**config.mk**
```make
export PLATFORM = sky130hd
export DESIGN_NAME = counter_priority_task_scheduler
export DESIGN_NICKNAME = d
export VERILOG_FILES = /design/src/design/cps_pkg.sv /design/src/design/cps_ctrl.sv /design/src/design/cps_datapath.sv /design/src/design/counter_priority_task_scheduler.sv
export SDC_FILE = /design/constraint.sdc
export NUM_CORES = 1
export LEC_CHECK = 0
export ABC_CLOCK_PERIOD_IN_PS = 4300
export BUFFER_PORTS_ARGS = -buffer_cell sky130_fd_sc_hd__buf_2
export CORE_MARGIN = 1.5
export CORE_UTILIZATION = 30
export DETAILED_ROUTE_END_ITERATION = 10
export HOLD_SLACK_MARGIN = 0.05
export PLACE_DENSITY = 0.42
export SYNTH_ARGS = -nofsm -noshare
export SYNTH_HDL_FRONTEND = slang
export SYNTH_SLANG_ARGS = --single-unit
```
**constraint.sdc**
```tcl
create_clock -name i_clk -period 4.3 [get_ports i_clk]
set_input_delay 0.215 -clock i_clk [delete_from_list [all_inputs] [get_ports i_clk]]
set_output_delay 0.215 -clock i_clk [all_outputs]
set_load 0.02 [all_outputs]
```
**src/design/cps_pkg.sv**
```systemverilog
// Package of shared types and constants for the counter priority task scheduler.
`default_nettype none

package cps_pkg;

    // Result field widths, fixed by the stream format.
    localparam int unsigned PRIO_IN_W  = 8;
    localparam int unsigned RSTATE_W   = 2;
    localparam int unsigned RSLOT_W    = 4;
    localparam int unsigned QCOUNT_W   = 5;
    localparam int unsigned RESULT_W   = RSTATE_W + RSLOT_W + 3 + QCOUNT_W;
    localparam int unsigned OUT_DATA_W = 16;

    // Codes of the running state.
    localparam logic [RSTATE_W-1:0] RUN_NONE = 2'd0;
    localparam logic [RSTATE_W-1:0] RUN_IDLE = 2'd1;
    localparam logic [RSTATE_W-1:0] RUN_TASK = 2'd2;

    // Input kind codes.
    localparam logic KIND_ADD  = 1'b0;
    localparam logic KIND_TICK = 1'b1;

    // Commands from the controller to the datapath.
    typedef struct packed {
        logic accept;        // an input transfer happens in this cycle
        logic rd_cur;        // read the tables at the current slot
        logic dec;           // write back the current counter minus one
        logic set_switched;  // this tick schedules
        logic set_idle;      // select the idle task
        logic scan_start;    // clear the scan index and the running maximum
        logic scan_rd;       // read the tables at the scan index and advance it
        logic reload_mode;   // the issued read reloads the counter from the priority
        logic set_reloaded;  // mark that the counters are refilled
        logic commit;        // make the best slot the current task
        logic load_out;      // load the result into the output register
    } t_cmd;

    // Status from the datapath to the controller.
    typedef struct packed {
        logic cur_live;      // a real task runs and its counter is nonzero
        logic empty;         // no task is queued
        logic idx_last;      // the scan index sits on the last queued slot
        logic max_zero;      // the maximum counter found is zero
        logic out_free;      // the output register can take a result
    } t_status;

endpackage

`default_nettype wire

```
**src/design/cps_ctrl.sv**
```systemverilog
// Controller state machine that sequences add, decrement, scan and reload steps.
`default_nettype none

module cps_ctrl (
    input  wire              i_clk,
    input  wire              i_rst_n,
    input  wire              i_in_valid,
    input  wire              i_kind,
    output logic             o_in_ready,
    input  cps_pkg::t_status i_status,
    output cps_pkg::t_cmd    o_cmd
);

    typedef enum logic [9:0] {
        ST_IDLE       = 10'b00_0000_0001,
        ST_RDCUR      = 10'b00_0000_0010,
        ST_DECIDE     = 10'b00_0000_0100,
        ST_SCAN       = 10'b00_0000_1000,
        ST_SCAN_END   = 10'b00_0001_0000,
        ST_CHECK      = 10'b00_0010_0000,
        ST_RELOAD     = 10'b00_0100_0000,
        ST_RELOAD_END = 10'b00_1000_0000,
        ST_COMMIT     = 10'b01_0000_0000,
        ST_FIN        = 10'b10_0000_0000
    } t_state;

    t_state r_state;
    t_state n_state;

    always_ff @(posedge i_clk) begin
        if (!i_rst_n) begin
            r_state <= ST_IDLE;
        end else begin
            r_state <= n_state;
        end
    end

    always_comb begin
        n_state    = r_state;
        o_cmd      = '0;
        o_in_ready = 1'b0;
        case (r_state)
            ST_IDLE: begin
                o_in_ready = 1'b1;
                if (i_in_valid) begin
                    o_cmd.accept = 1'b1;
                    if (i_kind == cps_pkg::KIND_TICK) begin
                        n_state = ST_RDCUR;
                    end else begin
                        n_state = ST_FIN;
                    end
                end
            end
            ST_RDCUR: begin
                o_cmd.rd_cur = 1'b1;
                n_state      = ST_DECIDE;
            end
            ST_DECIDE: begin
                if (i_status.cur_live) begin
                    o_cmd.dec = 1'b1;
                    n_state   = ST_FIN;
                end else begin
                    o_cmd.set_switched = 1'b1;
                    if (i_status.empty) begin
                        o_cmd.set_idle = 1'b1;
                        n_state        = ST_FIN;
                    end else begin
                        o_cmd.scan_start = 1'b1;
                        n_state          = ST_SCAN;
                    end
                end
            end
            ST_SCAN: begin
                o_cmd.scan_rd = 1'b1;
                if (i_status.idx_last) begin
                    n_state = ST_SCAN_END;
                end
            end
            ST_SCAN_END: begin
                n_state = ST_CHECK;
            end
            ST_CHECK: begin
                if (i_status.max_zero) begin
                    o_cmd.set_reloaded = 1'b1;
                    o_cmd.scan_start   = 1'b1;
                    n_state            = ST_RELOAD;
                end else begin
                    o_cmd.commit = 1'b1;
                    n_state      = ST_FIN;
                end
            end
            ST_RELOAD: begin
                o_cmd.scan_rd     = 1'b1;
                o_cmd.reload_mode = 1'b1;
                if (i_status.idx_last) begin
                    n_state = ST_RELOAD_END;
                end
            end
            ST_RELOAD_END: begin
                n_state = ST_COMMIT;
            end
            ST_COMMIT: begin
                o_cmd.commit = 1'b1;
                n_state      = ST_FIN;
            end
            ST_FIN: begin
                if (i_status.out_free) begin
                    o_cmd.load_out = 1'b1;
                    n_state        = ST_IDLE;
                end
            end
            default: begin
                n_state = ST_IDLE;
            end
        endcase
    end

endmodule

`default_nettype wire

```
**src/design/cps_datapath.sv**
```systemverilog
// Datapath with the priority and counter tables, scan logic and result register.
`default_nettype none

module cps_datapath #(
    parameter int unsigned MAX_TASKS = 16,
    parameter int unsigned PRIO_BITS = 8
) (
    input  wire                                  i_clk,
    input  wire                                  i_rst_n,
    input  cps_pkg::t_cmd                        i_cmd,
    input  wire                                  i_kind,
    input  wire  [cps_pkg::PRIO_IN_W-1:0]        i_prio,
    output cps_pkg::t_status                     o_status,
    input  wire                                  i_out_ready,
    output logic                                 o_out_valid,
    output logic [cps_pkg::RESULT_W-1:0]         o_out_data
);

    localparam int unsigned SLOT_W = $clog2(MAX_TASKS);
    localparam int unsigned CNT_W  = $clog2(MAX_TASKS + 1);

    logic [PRIO_BITS-1:0] prio_mem [MAX_TASKS];
    logic [PRIO_BITS-1:0] cnt_mem  [MAX_TASKS];

    logic [CNT_W-1:0]             r_task_count;
    logic [cps_pkg::RSTATE_W-1:0] r_cur_state;
    logic [SLOT_W-1:0]            r_cur_slot;
    logic [SLOT_W-1:0]            r_idx;
    logic [PRIO_BITS-1:0]         r_rd_cnt;
    logic [PRIO_BITS-1:0]         r_rd_prio;
    logic                         r_cmp_vld;
    logic                         r_cmp_prio;
    logic [SLOT_W-1:0]            r_cmp_idx;
    logic [PRIO_BITS-1:0]         r_max;
    logic [SLOT_W-1:0]            r_best;
    logic                         r_switched;
    logic                         r_reloaded;
    logic                         r_rejected;
    logic                         r_out_valid;
    logic [cps_pkg::RESULT_W-1:0] r_out_data;

    logic [39:0]          prio_ext;
    logic [PRIO_BITS-1:0] prio_in;
    logic                 full;
    logic                 do_add;
    logic [SLOT_W-1:0]    add_slot;
    logic [SLOT_W-1:0]    rd_addr;
    logic [PRIO_BITS-1:0] cmp_val;
    logic [31:0]          slot_ext;
    logic [31:0]          count_ext;
    logic [cps_pkg::RSLOT_W-1:0] out_slot;

    // The priority is masked to the configured width.
    assign prio_ext = 40'(i_prio);
    assign prio_in  = prio_ext[PRIO_BITS-1:0];
    assign full     = (r_task_count == CNT_W'(MAX_TASKS));
    assign do_add   = i_cmd.accept && (i_kind == cps_pkg::KIND_ADD) && !full;
    assign add_slot = r_task_count[SLOT_W-1:0];
    assign rd_addr  = i_cmd.rd_cur ? r_cur_slot : r_idx;
    assign cmp_val  = r_cmp_prio ? r_rd_prio : r_rd_cnt;

    // Table memories: one write port each and a registered read.
    always_ff @(posedge i_clk) begin
        if (do_add) begin
            prio_mem[add_slot] <= prio_in;
        end
        r_rd_prio <= prio_mem[rd_addr];
    end

    always_ff @(posedge i_clk) begin
        if (do_add) begin
            cnt_mem[add_slot] <= prio_in;
        end else if (i_cmd.dec) begin
            cnt_mem[r_cur_slot] <= r_rd_cnt - 1'b1;
        end else if (r_cmp_vld && r_cmp_prio) begin
            cnt_mem[r_cmp_idx] <= r_rd_prio;
        end
        r_rd_cnt <= cnt_mem[rd_addr];
    end

    // Scan index and the compare stage, which acts in the cycle after the read.
    always_ff @(posedge i_clk) begin
        r_cmp_prio <= i_cmd.reload_mode;
        r_cmp_idx  <= r_idx;
        if (i_cmd.scan_start) begin
            r_idx  <= '0;
            r_max  <= '0;
            r_best <= '0;
        end else begin
            if (i_cmd.scan_rd) begin
                r_idx <= r_idx + 1'b1;
            end
            if (r_cmp_vld && (cmp_val >= r_max)) begin
                r_max  <= cmp_val;
                r_best <= r_cmp_idx;
            end
        end
    end

    always_ff @(posedge i_clk) begin
        if (!i_rst_n) begin
            r_cmp_vld    <= 1'b0;
            r_task_count <= '0;
            r_cur_state  <= cps_pkg::RUN_NONE;
            r_cur_slot   <= '0;
            r_switched   <= 1'b0;
            r_reloaded   <= 1'b0;
            r_rejected   <= 1'b0;
            r_out_valid  <= 1'b0;
        end else begin
            r_cmp_vld <= i_cmd.scan_rd;
            if (i_cmd.accept) begin
                r_switched <= 1'b0;
                r_reloaded <= 1'b0;
                r_rejected <= (i_kind == cps_pkg::KIND_ADD) && full;
            end
            if (do_add) begin
                r_task_count <= r_task_count + 1'b1;
            end
            if (i_cmd.set_switched) begin
                r_switched <= 1'b1;
            end
            if (i_cmd.set_reloaded) begin
                r_reloaded <= 1'b1;
            end
            if (i_cmd.set_idle) begin
                r_cur_state <= cps_pkg::RUN_IDLE;
                r_cur_slot  <= '0;
            end else if (i_cmd.commit) begin
                r_cur_state <= cps_pkg::RUN_TASK;
                r_cur_slot  <= r_best;
            end
            if (i_cmd.load_out) begin
                r_out_valid <= 1'b1;
            end else if (i_out_ready) begin
                r_out_valid <= 1'b0;
            end
        end
    end

    assign slot_ext  = 32'(r_cur_slot);
    assign count_ext = 32'(r_task_count);
    assign out_slot  = (r_cur_state == cps_pkg::RUN_TASK) ?
                       slot_ext[cps_pkg::RSLOT_W-1:0] : '0;

    always_ff @(posedge i_clk) begin
        if (i_cmd.load_out) begin
            r_out_data <= {count_ext[cps_pkg::QCOUNT_W-1:0], r_rejected, r_reloaded,
                           r_switched, out_slot, r_cur_state};
        end
    end

    assign o_status.cur_live = (r_cur_state == cps_pkg::RUN_TASK) &&
                               (CNT_W'(r_cur_slot) < r_task_count) &&
                               (r_rd_cnt != '0);
    assign o_status.empty    = (r_task_count == '0);
    assign o_status.idx_last = (CNT_W'(r_idx) == (r_task_count - 1'b1));
    assign o_status.max_zero = (r_max == '0);
    assign o_status.out_free = !r_out_valid || i_out_ready;

    assign o_out_valid = r_out_valid;
    assign o_out_data  = r_out_data;

endmodule

`default_nettype wire

```
**src/design/counter_priority_task_scheduler.sv**
```systemverilog
// Top level of the counter priority task scheduler with one run queue.
//
// The slave stream carries one item per transfer: tuser holds the kind (add a
// task or timer tick) and tdata holds the priority of an added task. Every
// item yields exactly one result on the master stream, which reports the
// running task, whether the tick scheduled, whether counters were reloaded,
// whether an add was refused and how many tasks are queued.
// A tick that only decrements the running task's counter reads it and writes
// it back. A tick that schedules scans every queued slot once through the
// single read port of the counter table, and a second pass reloads the
// counters from their priorities when all counters are zero. One item is
// worked on at a time.
// The result waits in an output register; the next item is taken while it
// waits, but its own result is held back until the receiver takes the first.
// A stalled receiver therefore stops the block only after one further item.
// Reset is synchronous and active low: it empties the queue and leaves
// nothing running. The table contents are not cleared; only the contents of
// written slots are ever used.
`default_nettype none

module counter_priority_task_scheduler #(
    parameter int unsigned MAX_TASKS = 16,
    parameter int unsigned PRIO_BITS = 8
) (
    input  wire         i_clk,
    input  wire         i_rst_n,
    // Slave stream of input items.
    input  wire         i_s_axis_tvalid,
    output logic        o_s_axis_tready,
    input  wire  [7:0]  i_s_axis_tdata,   // [7:0] prio
    input  wire  [0:0]  i_s_axis_tuser,   // [0] kind
    // Master stream of results.
    output logic        o_m_axis_tvalid,
    input  wire         i_m_axis_tready,
    output logic [15:0] o_m_axis_tdata    // [1:0] running_state, [5:2] running_slot,
                                          // [6] switched, [7] reloaded,
                                          // [8] add_rejected, [13:9] queued_count
);

    cps_pkg::t_cmd    cmd;
    cps_pkg::t_status status;
    logic [cps_pkg::RESULT_W-1:0] out_data;

    // The controller decides the sequence of steps for each item.
    cps_ctrl u_ctrl (
        .i_clk      (i_clk),
        .i_rst_n    (i_rst_n),
        .i_in_valid (i_s_axis_tvalid),
        .i_kind     (i_s_axis_tuser[0]),
        .o_in_ready (o_s_axis_tready),
        .i_status   (status),
        .o_cmd      (cmd)
    );

    // The datapath owns the tables, the scan and the result register.
    cps_datapath #(
        .MAX_TASKS (MAX_TASKS),
        .PRIO_BITS (PRIO_BITS)
    ) u_datapath (
        .i_clk       (i_clk),
        .i_rst_n     (i_rst_n),
        .i_cmd       (cmd),
        .i_kind      (i_s_axis_tuser[0]),
        .i_prio      (i_s_axis_tdata),
        .o_status    (status),
        .i_out_ready (i_m_axis_tready),
        .o_out_valid (o_m_axis_tvalid),
        .o_out_data  (out_data)
    );

    // The result is padded with zeros to whole bytes.
    assign o_m_axis_tdata = {{(cps_pkg::OUT_DATA_W - cps_pkg::RESULT_W){1'b0}}, out_data};

endmodule

`default_nettype wire
```
==> metrics.txt, run 1 <==
status finished, final reports clean; sequential share of the synthesized area 67.9%; Buf/Inv on CP 1; worst-path cell chain inv_1, ha_1, a311oi_1, a21oi_2, mux2i_1, a31oi_1, nor2_1; Comb pwr share 4.5%; via-per-instance ratio 4.95; core area 45400 µm²; Post-synth top flop edfxtp_1; Synth warnings 0; count of buffers from port buffering 28; routed wire length 37.7 mm; total gr overflow 0; largest net degree at the start of global routing 45; met2 usage about a quarter; Tcrit/Tclk final 88.0%; Worst-path clk slew 0.06 ns; Fin. Hold Viols 0; total power between 7000 and 8000 µW; Critical Path AT 3.97 ns; Vias around 8000; Sequential Power Share approximately half; Gate Count Post-Synth 958; Post-DP HPWL 25.2 mm; synth unique cells 56; P&R area growth vs syn 16.8%; Max clock buf depth 3; Slew Limit Fails 0; pwr/cell area 442 nW/µm²; CTS H-tree lvls 2; Slew HR 28.0%; global-route wire length before repair 55.3 mm; grt peak-use layer met2; Placed Instance Area around 15000 µm²; Pre-antenna DRT Iters 5; Max VDD drop 0.000239 V; post-cts sizing count 0; flop and latch count out of synthesis 333; CTS root buf clkbuf_16; GPL Wtd Cong 0.783; routing usage on met1 22.6%; critical path peak fanout 19; Post-synth EDFFs 270; Max stage delay cell, worst path a21oi_2; Die Y-Extent 218 µm; Setup crit end kind register; number of buffers created by CTS 40; CP top delay family compound AO/OA/AOI/OAI gates; placed cells 1578; vias in the first global route 8114; number of nets in the layout 1055; Residual DRC 0; CP Launch Type register; antenna-violating nets left 0; Leakage roughly 0.0062 µW; Setup Viol. Count Final 0; leading area contributor after synthesis edfxtp_1; Critical Path RT 4.48 ns; slew at the pin with the worst max-slew slack 1.08 ns; mapped cell area 13800 µm²; Initial Util 30.4%; IO Count 31; DR iter-0 viols 682; WL per Instance 22.8 µm; CTS tree yes; Final Cell Area 16100 µm²; Std-Cell Rows a little under 80; FMAX roughly 260 MHz; ant diodes 0; layout cells sized above 1 14.3%; post-synth top area share 58.7%; Clk Latency, worst-skew pair 0.57 ns; GRT Overall Usage 16.1%; Mean Syn Cell Area 14.4 µm²; min-delay worst type in -> reg; Setup Skew between 0.02 and 0.03 ns; worst setup path class reg -> reg; Max Cap Violations 0; Critical Path Max Stage Delay 0.86 ns; Net Sw Power between 1500 and 2000 µW; RSZ-0062 raised after global routing false; Int Pwr 5520 µW; chip width 218 µm; clk sinks 333; Net Sw Frac 22.6%; largest cells by area after synthesis edfxtp_1, mux2i_1, dfxtp_1, o22ai_1, ha_1; FFs w/ async S/R, synth 0%; Setup TNS 0 ns; clock share of power 45.7%; Layout Cells excl Fill 1655; Period minus WS final 3.79 ns; die area 47300 µm²; initial antenna violation count 0; GR Layer Usage met3 under 10%
-- path summary, 6_finish.rpt --
kind                                           startpoint                                  end  slack, ns  cells past startpoint
setup / recovery  u_datapath.r_task_count[0]$_SDFFE_PN0P_   u_datapath.cnt_mem[6][2]$_DFFE_PP_       0.51                      7
hold reg to reg        u_datapath.r_switched$_SDFFE_PN0P_   u_datapath.o_out_data[6]$_DFFE_PP_       0.43                      0
hold / removal                          i_s_axis_tdata[5]  u_datapath.prio_mem[0][5]$_DFFE_PP_       0.08                      1
setup reg to reg  u_datapath.r_task_count[0]$_SDFFE_PN0P_   u_datapath.cnt_mem[6][2]$_DFFE_PP_       0.51                      7
-- registers in the layout (all words and copies together) (netlist names) --
signal,cells
u_ctrl.r_state,10
u_datapath.cnt_mem,128
u_datapath.o_out_data,14
u_datapath.o_out_valid,1
u_datapath.prio_mem,128
u_datapath.r_best,4
u_datapath.r_cmp_idx,4
u_datapath.r_cmp_prio,1
u_datapath.r_cmp_vld,1
u_datapath.r_cur_slot,4
u_datapath.r_cur_state,2
u_datapath.r_idx,4
u_datapath.r_max,8
u_datapath.r_rd_cnt,8
u_datapath.r_rd_prio,8
u_datapath.r_rejected,1
u_datapath.r_reloaded,1
u_datapath.r_switched,1
u_datapath.r_task_count,5
-- per-layer routing --
metal / vias up / routed length [µm]
li1: 3838 / -
met1: 4134 / 18300
met4: 0 / 913
met2: 153 / 17200
met5: - / 0
met3: 63 / 1290
-- metrics by stage --
step / util, % / hold WS, ns / setup WS [ns]
2_1_floorplan: - / 0.314 / 1.15
3_3_place_gp: 32.6 / 0.412 / 0.757
3_5_place_dp: 32.6 / 0.415 / 0.616
4_1_cts: 35.5 / 0.0603 / 0.591
5_1_grt: 35.5 / 0.0727 / 0.157
6_report: 35.5 / 0.0834 / 0.514
-- synthesized netlist by cell type, types with 4 or more instances --
cell	n
mux2i_1	149
and2_1	12
nand2_1	28
edfxtp_1	270
a21oi_1	25
clkbuf_1	23
buf_2	17
nand3_1	10
inv_1	18
nor3b_1	7
a21o_1	4
a211oi_1	6
xnor2_1	10
nor2_1	60
o31ai_1	5
xor2_1	7
mux2_2	10
o22ai_1	64
buf_4	4
nor4_1	5
nand2b_1	9
or4_1	18
o21ai_0	16
a31oi_1	11
ha_1	18
dfxtp_1	63
nand4_1	5
a21boi_0	7
nor2b_1	12
nor3_1	28
-- kinds of logic after synthesis --
logic type / share of synthesized area (%)
AOI/OAI and AO/OA: 7.42
adders and majority gates: 1.63
and+or+nand+nor: 8.25
buffers and inverters: 2.11
xor gates and xnor gates: 1.08
other: 0.0272
muxes: 11.6
DFF: 67.9
-- final cells by class --
cell class                      instances  area (µm²)
Clock inverter                         24         201
Multi-Input combinational cell        562        4190
Clock buffer                           49        1060
Fill cell                            4354       29300
Sequential cell                       333        9370
Tap cell                              600         751
Inverter                               18        67.6
Timing Repair Buffer                   69         483
-- power groups by stage --
stage | registers, µW | logic (µW) | clock network [µW]
after detailed placement | 3620 | 321 | 0
after global routing | 3560 | 350 | 3450
after floorplan | 3610 | 172 | 0
final | 3550 | 320 | 3260
after global placement | 3620 | 321 | 0
after CTS | 3550 | 325 | 3350
-- cell usage in the layout, fill, tap and decap left out, types with 4 or more instances in the layout --
cell type | Yosys | layout
a211oi_1 | 6 | 6
nor4_1 | 5 | 5
nor2b_1 | 12 | 12
clkbuf_1 | 23 | 6
a21oi_1 | 25 | 24
ha_1 | 18 | 18
o21ai_0 | 16 | 13
or4_1 | 18 | 18
a31oi_1 | 11 | 10
dfxtp_1 | 63 | 63
nand2_1 | 28 | 28
xor2_1 | 7 | 7
a21o_1 | 4 | 4
buf_4 | 4 | 35
nand4_1 | 5 | 5
o22ai_1 | 64 | 64
nor3_1 | 28 | 28
nand3_1 | 10 | 10
edfxtp_1 | 270 | 270
mux2i_1 | 149 | 148
clkinv_2 | 0 | 6
nand2b_1 | 9 | 9
dlygate4sd3_1 | 0 | 4
buf_2 | 17 | 28
xnor2_1 | 10 | 10
nor3b_1 | 7 | 7
clkinv_1 | 0 | 9
nor2_1 | 60 | 60
o31ai_1 | 5 | 5
clkbuf_16 | 0 | 40
and2_1 | 12 | 12
a21boi_0 | 7 | 7
mux2_2 | 10 | 10
inv_1 | 18 | 18
-- timing repair --
item	in CTS	in global routing
hold endpoints to repair	18	0
buffers inserted	0	0
hold buffers	4	0
(Power assumes the default switching activity.)
==> inputs of run 2 (changes only) <==
ABC_AREA = 1   (was not set)
==> run 2 against run 1 <==
Die area rose by 11%. Routed wire length rose by 20%. Utilization fell by 0.52 points. Maximum frequency rose by 9.4%. Sequential cell count did not move. Clock skew fell by 0.0027 ns. Cell count rose by 46%. First-iteration DRC count rose by 21%. Non-clock buffer count fell by 7. Synthesized area rose by 11%. Critical endpoint is now u_datapath.cnt_mem[10][1]$_DFFE_PP_.
==> metrics.txt, run 2 <==
crit path from u_datapath.r_task_count[3]$_SDFFE_PN0P_; Post-DP HPWL between 20 and 30 mm; Net Sw Frac 24.6%; worst hold stages 1; Pre-antenna DRT Iters 5; initial antenna violation count 1; synth unique cells 40; Layout Cells excl Fill 2424; DR iter-0 viols 824; Post-synth EDFFs 270; Critical Path RT 4.48 ns; most used cell, CP nand2_1; Worst R2R Setup Slack 0.84 ns; min-delay worst type in -> reg; worst-path cell chain inv_1, ha_1, inv_1, nor2_1, nand2_1, nand2_1, nor2_1, nand3_1, nand3_2, nand2_1, nand2_1, nand3_1, nor2_1; number of nets in the layout 1751; Net Sw Power between 1500 and 2000 µW; Tcrit/Tclk final between 80% and 90%; RSZ-0062 raised after global routing false; Worst-path clk slew 0.06 ns; mapped cell area 15400 µm²; flop and latch count out of synthesis 333; core area slightly above 50000 µm²; global-route wire length before repair 68.5 mm; CTS tree yes; CTS H-tree lvls 2; Post-synth top flop edfxtp_1; Slew Limit Fails 0; largest cells by area after synthesis edfxtp_1, nand3_1, nand2_1, dfxtp_1, inv_1; WL per Instance roughly 19 µm; multi-input logic area between 4000 and 5000 µm²; die area 52700 µm²; P&R area growth vs syn 14.6%; IO Count 31; Max clock buf depth 3; Gate Count Post-Synth 1677; Critical Path Max Stage Delay 0.65 ns; Storage cell area roughly 9400 µm²; Synth warnings 0; most frequent cells in the layout nand2_1, inv_1, nand3_1; vias in the first global route roughly 11000; status finished, final reports clean; fillers about 5200; Clk Latency, worst-skew pair around 0.57 ns; Setup Skew 0.0225 ns; Slew HR 36.3%; Setup Viol. Count Final 0; chip width 229 µm; Placed Instance Area 16300 µm²; antenna-violating nets left 0; CP endpoint u_datapath.cnt_mem[10][1]$_DFFE_PP_; reg2reg path depth 13; Setup crit end kind register; clock share of power 44.1%; Max stage delay cell, worst path nor2_1; Std-Cell Rows 82; most numerous cell in the Yosys netlist nand2_1; ant diodes 0; total gr overflow 0; Initial Util 30.5%; r2r endpoint u_datapath.cnt_mem[10][1]$_DFFE_PP_; placed cells 2345; reg2reg start u_datapath.r_task_count[3]$_SDFFE_PN0P_; CTS root buf clkbuf_16; via-per-instance ratio 4.60; Fin. Hold Viols 0; sequential share of the synthesized area 60.9%; Residual DRC 0; Max VDD drop 0.000235 V; routed wire length 45.4 mm; Sequential Power Share 48.3%; Leakage 0.00755 µW; GPL Wtd Cong approximately 0.87; critical path peak fanout 23; Die Y-Extent 229 µm; Comb pwr share 7.7%; FFs w/ async S/R, synth 0%; setup bufs post-CTS 0; number of buffers created by CTS 40; worst setup path class reg -> reg; clk sinks 333; total stage count of the critical path 13; pwr/cell area about 420 nW/µm²; Commonest cells post-synth nand2_1, inv_1, nand3_1; Final Cell Area ~18000 µm²; post-synth top area share a little over half; CP Launch Type register; Critical Path AT ~3.6 ns; CP top delay family simple AND/OR/NAND/NOR gates; FMAX 289 MHz; Int Pwr around 5600 µW; leading area contributor after synthesis edfxtp_1; count of buffers from port buffering 28; Max Cap Violations 0; Buf/Inv on CP 2; Setup TNS 0 ns; Mean Syn Cell Area 9.18 µm²; slew at the pin with the worst max-slew slack between 0.9 and 1 ns; Vias about 11000; commonest non-fill, non-tap cell in the layout nand2_1; largest net degree at the start of global routing 65; Period minus WS final between 3 and 4 ns; GRT Overall Usage 17.4%; layout cells sized above 1 under 10%
==> run 2: kinds of logic after synthesis <==
logic type / count (synthesis) / share of synthesized area (%)
DFF: 333 / 60.9
other: 1 / 0.0244
adders and majority gates: 18 / 1.46
xor gates and xnor gates: 8 / 0.455
and+or+nand+nor: 856 / 24.5
AOI/OAI and AO/OA: 65 / 2.44
buffers and inverters: 396 / 10.2
==> run 2: layer usage <==
metal	vias to the layer above	wire, µm	global-route usage, %
met3	75	1930	3.05
li1	5505	-	-
met5	-	0	0
met2	236	20600	27.7
met4	0	1250	5.57
met1	5323	21600	24.0
==> run 2: worst min path at each step <==
stage,start,to
after global placement,u_datapath.r_reloaded$_SDFFE_PN0P_,u_datapath.o_out_data[7]$_DFFE_PP_
after detailed placement,u_datapath.r_rejected$_SDFFE_PN0P_,u_datapath.o_out_data[8]$_DFFE_PP_
after global routing,i_s_axis_tdata[3],u_datapath.prio_mem[8][3]$_DFFE_PP_
after floorplan,i_rst_n,u_ctrl.r_state[0]$_SDFFE_PN1P_
final,i_s_axis_tdata[3],u_datapath.prio_mem[13][3]$_DFFE_PP_
after CTS,i_s_axis_tdata[3],u_datapath.prio_mem[13][3]$_DFFE_PP_
==> run 2: area by class of cell <==
type	count	area share, %
repair buffers	62	2.45
multi-input cells	949	25.5
inverters	334	7.11
flip-flops and latches	333	53.1
clock buffers	56	6.13
clock inverters	18	0.944
well taps	672	4.77
==> run 2: power groups by stage <==
stage | combinational, µW | sequential (µW) | clock (µW)
5_1_grt | 630 | 3570 | 3460
6_report | 566 | 3570 | 3260
2_1_floorplan | 335 | 3630 | 0
4_1_cts | 572 | 3570 | 3350
3_3_place_gp | 567 | 3640 | 0
3_5_place_dp | 564 | 3640 | 0
==> run 2: what timing repair did <==
item | CTS | global route
resized for setup | 0 | 0
hold buffers | 5 | 0
hold endpoints to repair | 5 | 0
==> run 2: metrics by stage <==
stage	total power, µW	setup slack, ns	hold slack, ns	utilization, %
after floorplan	3960	1.56	0.299	-
after global placement	4200	0.926	0.430	32.4
after detailed placement	4200	0.803	0.424	32.4
after CTS	7490	0.770	0.0521	35.0
after global routing	7660	0.474	0.0687	35.0
final	7390	0.839	0.0803	35.0
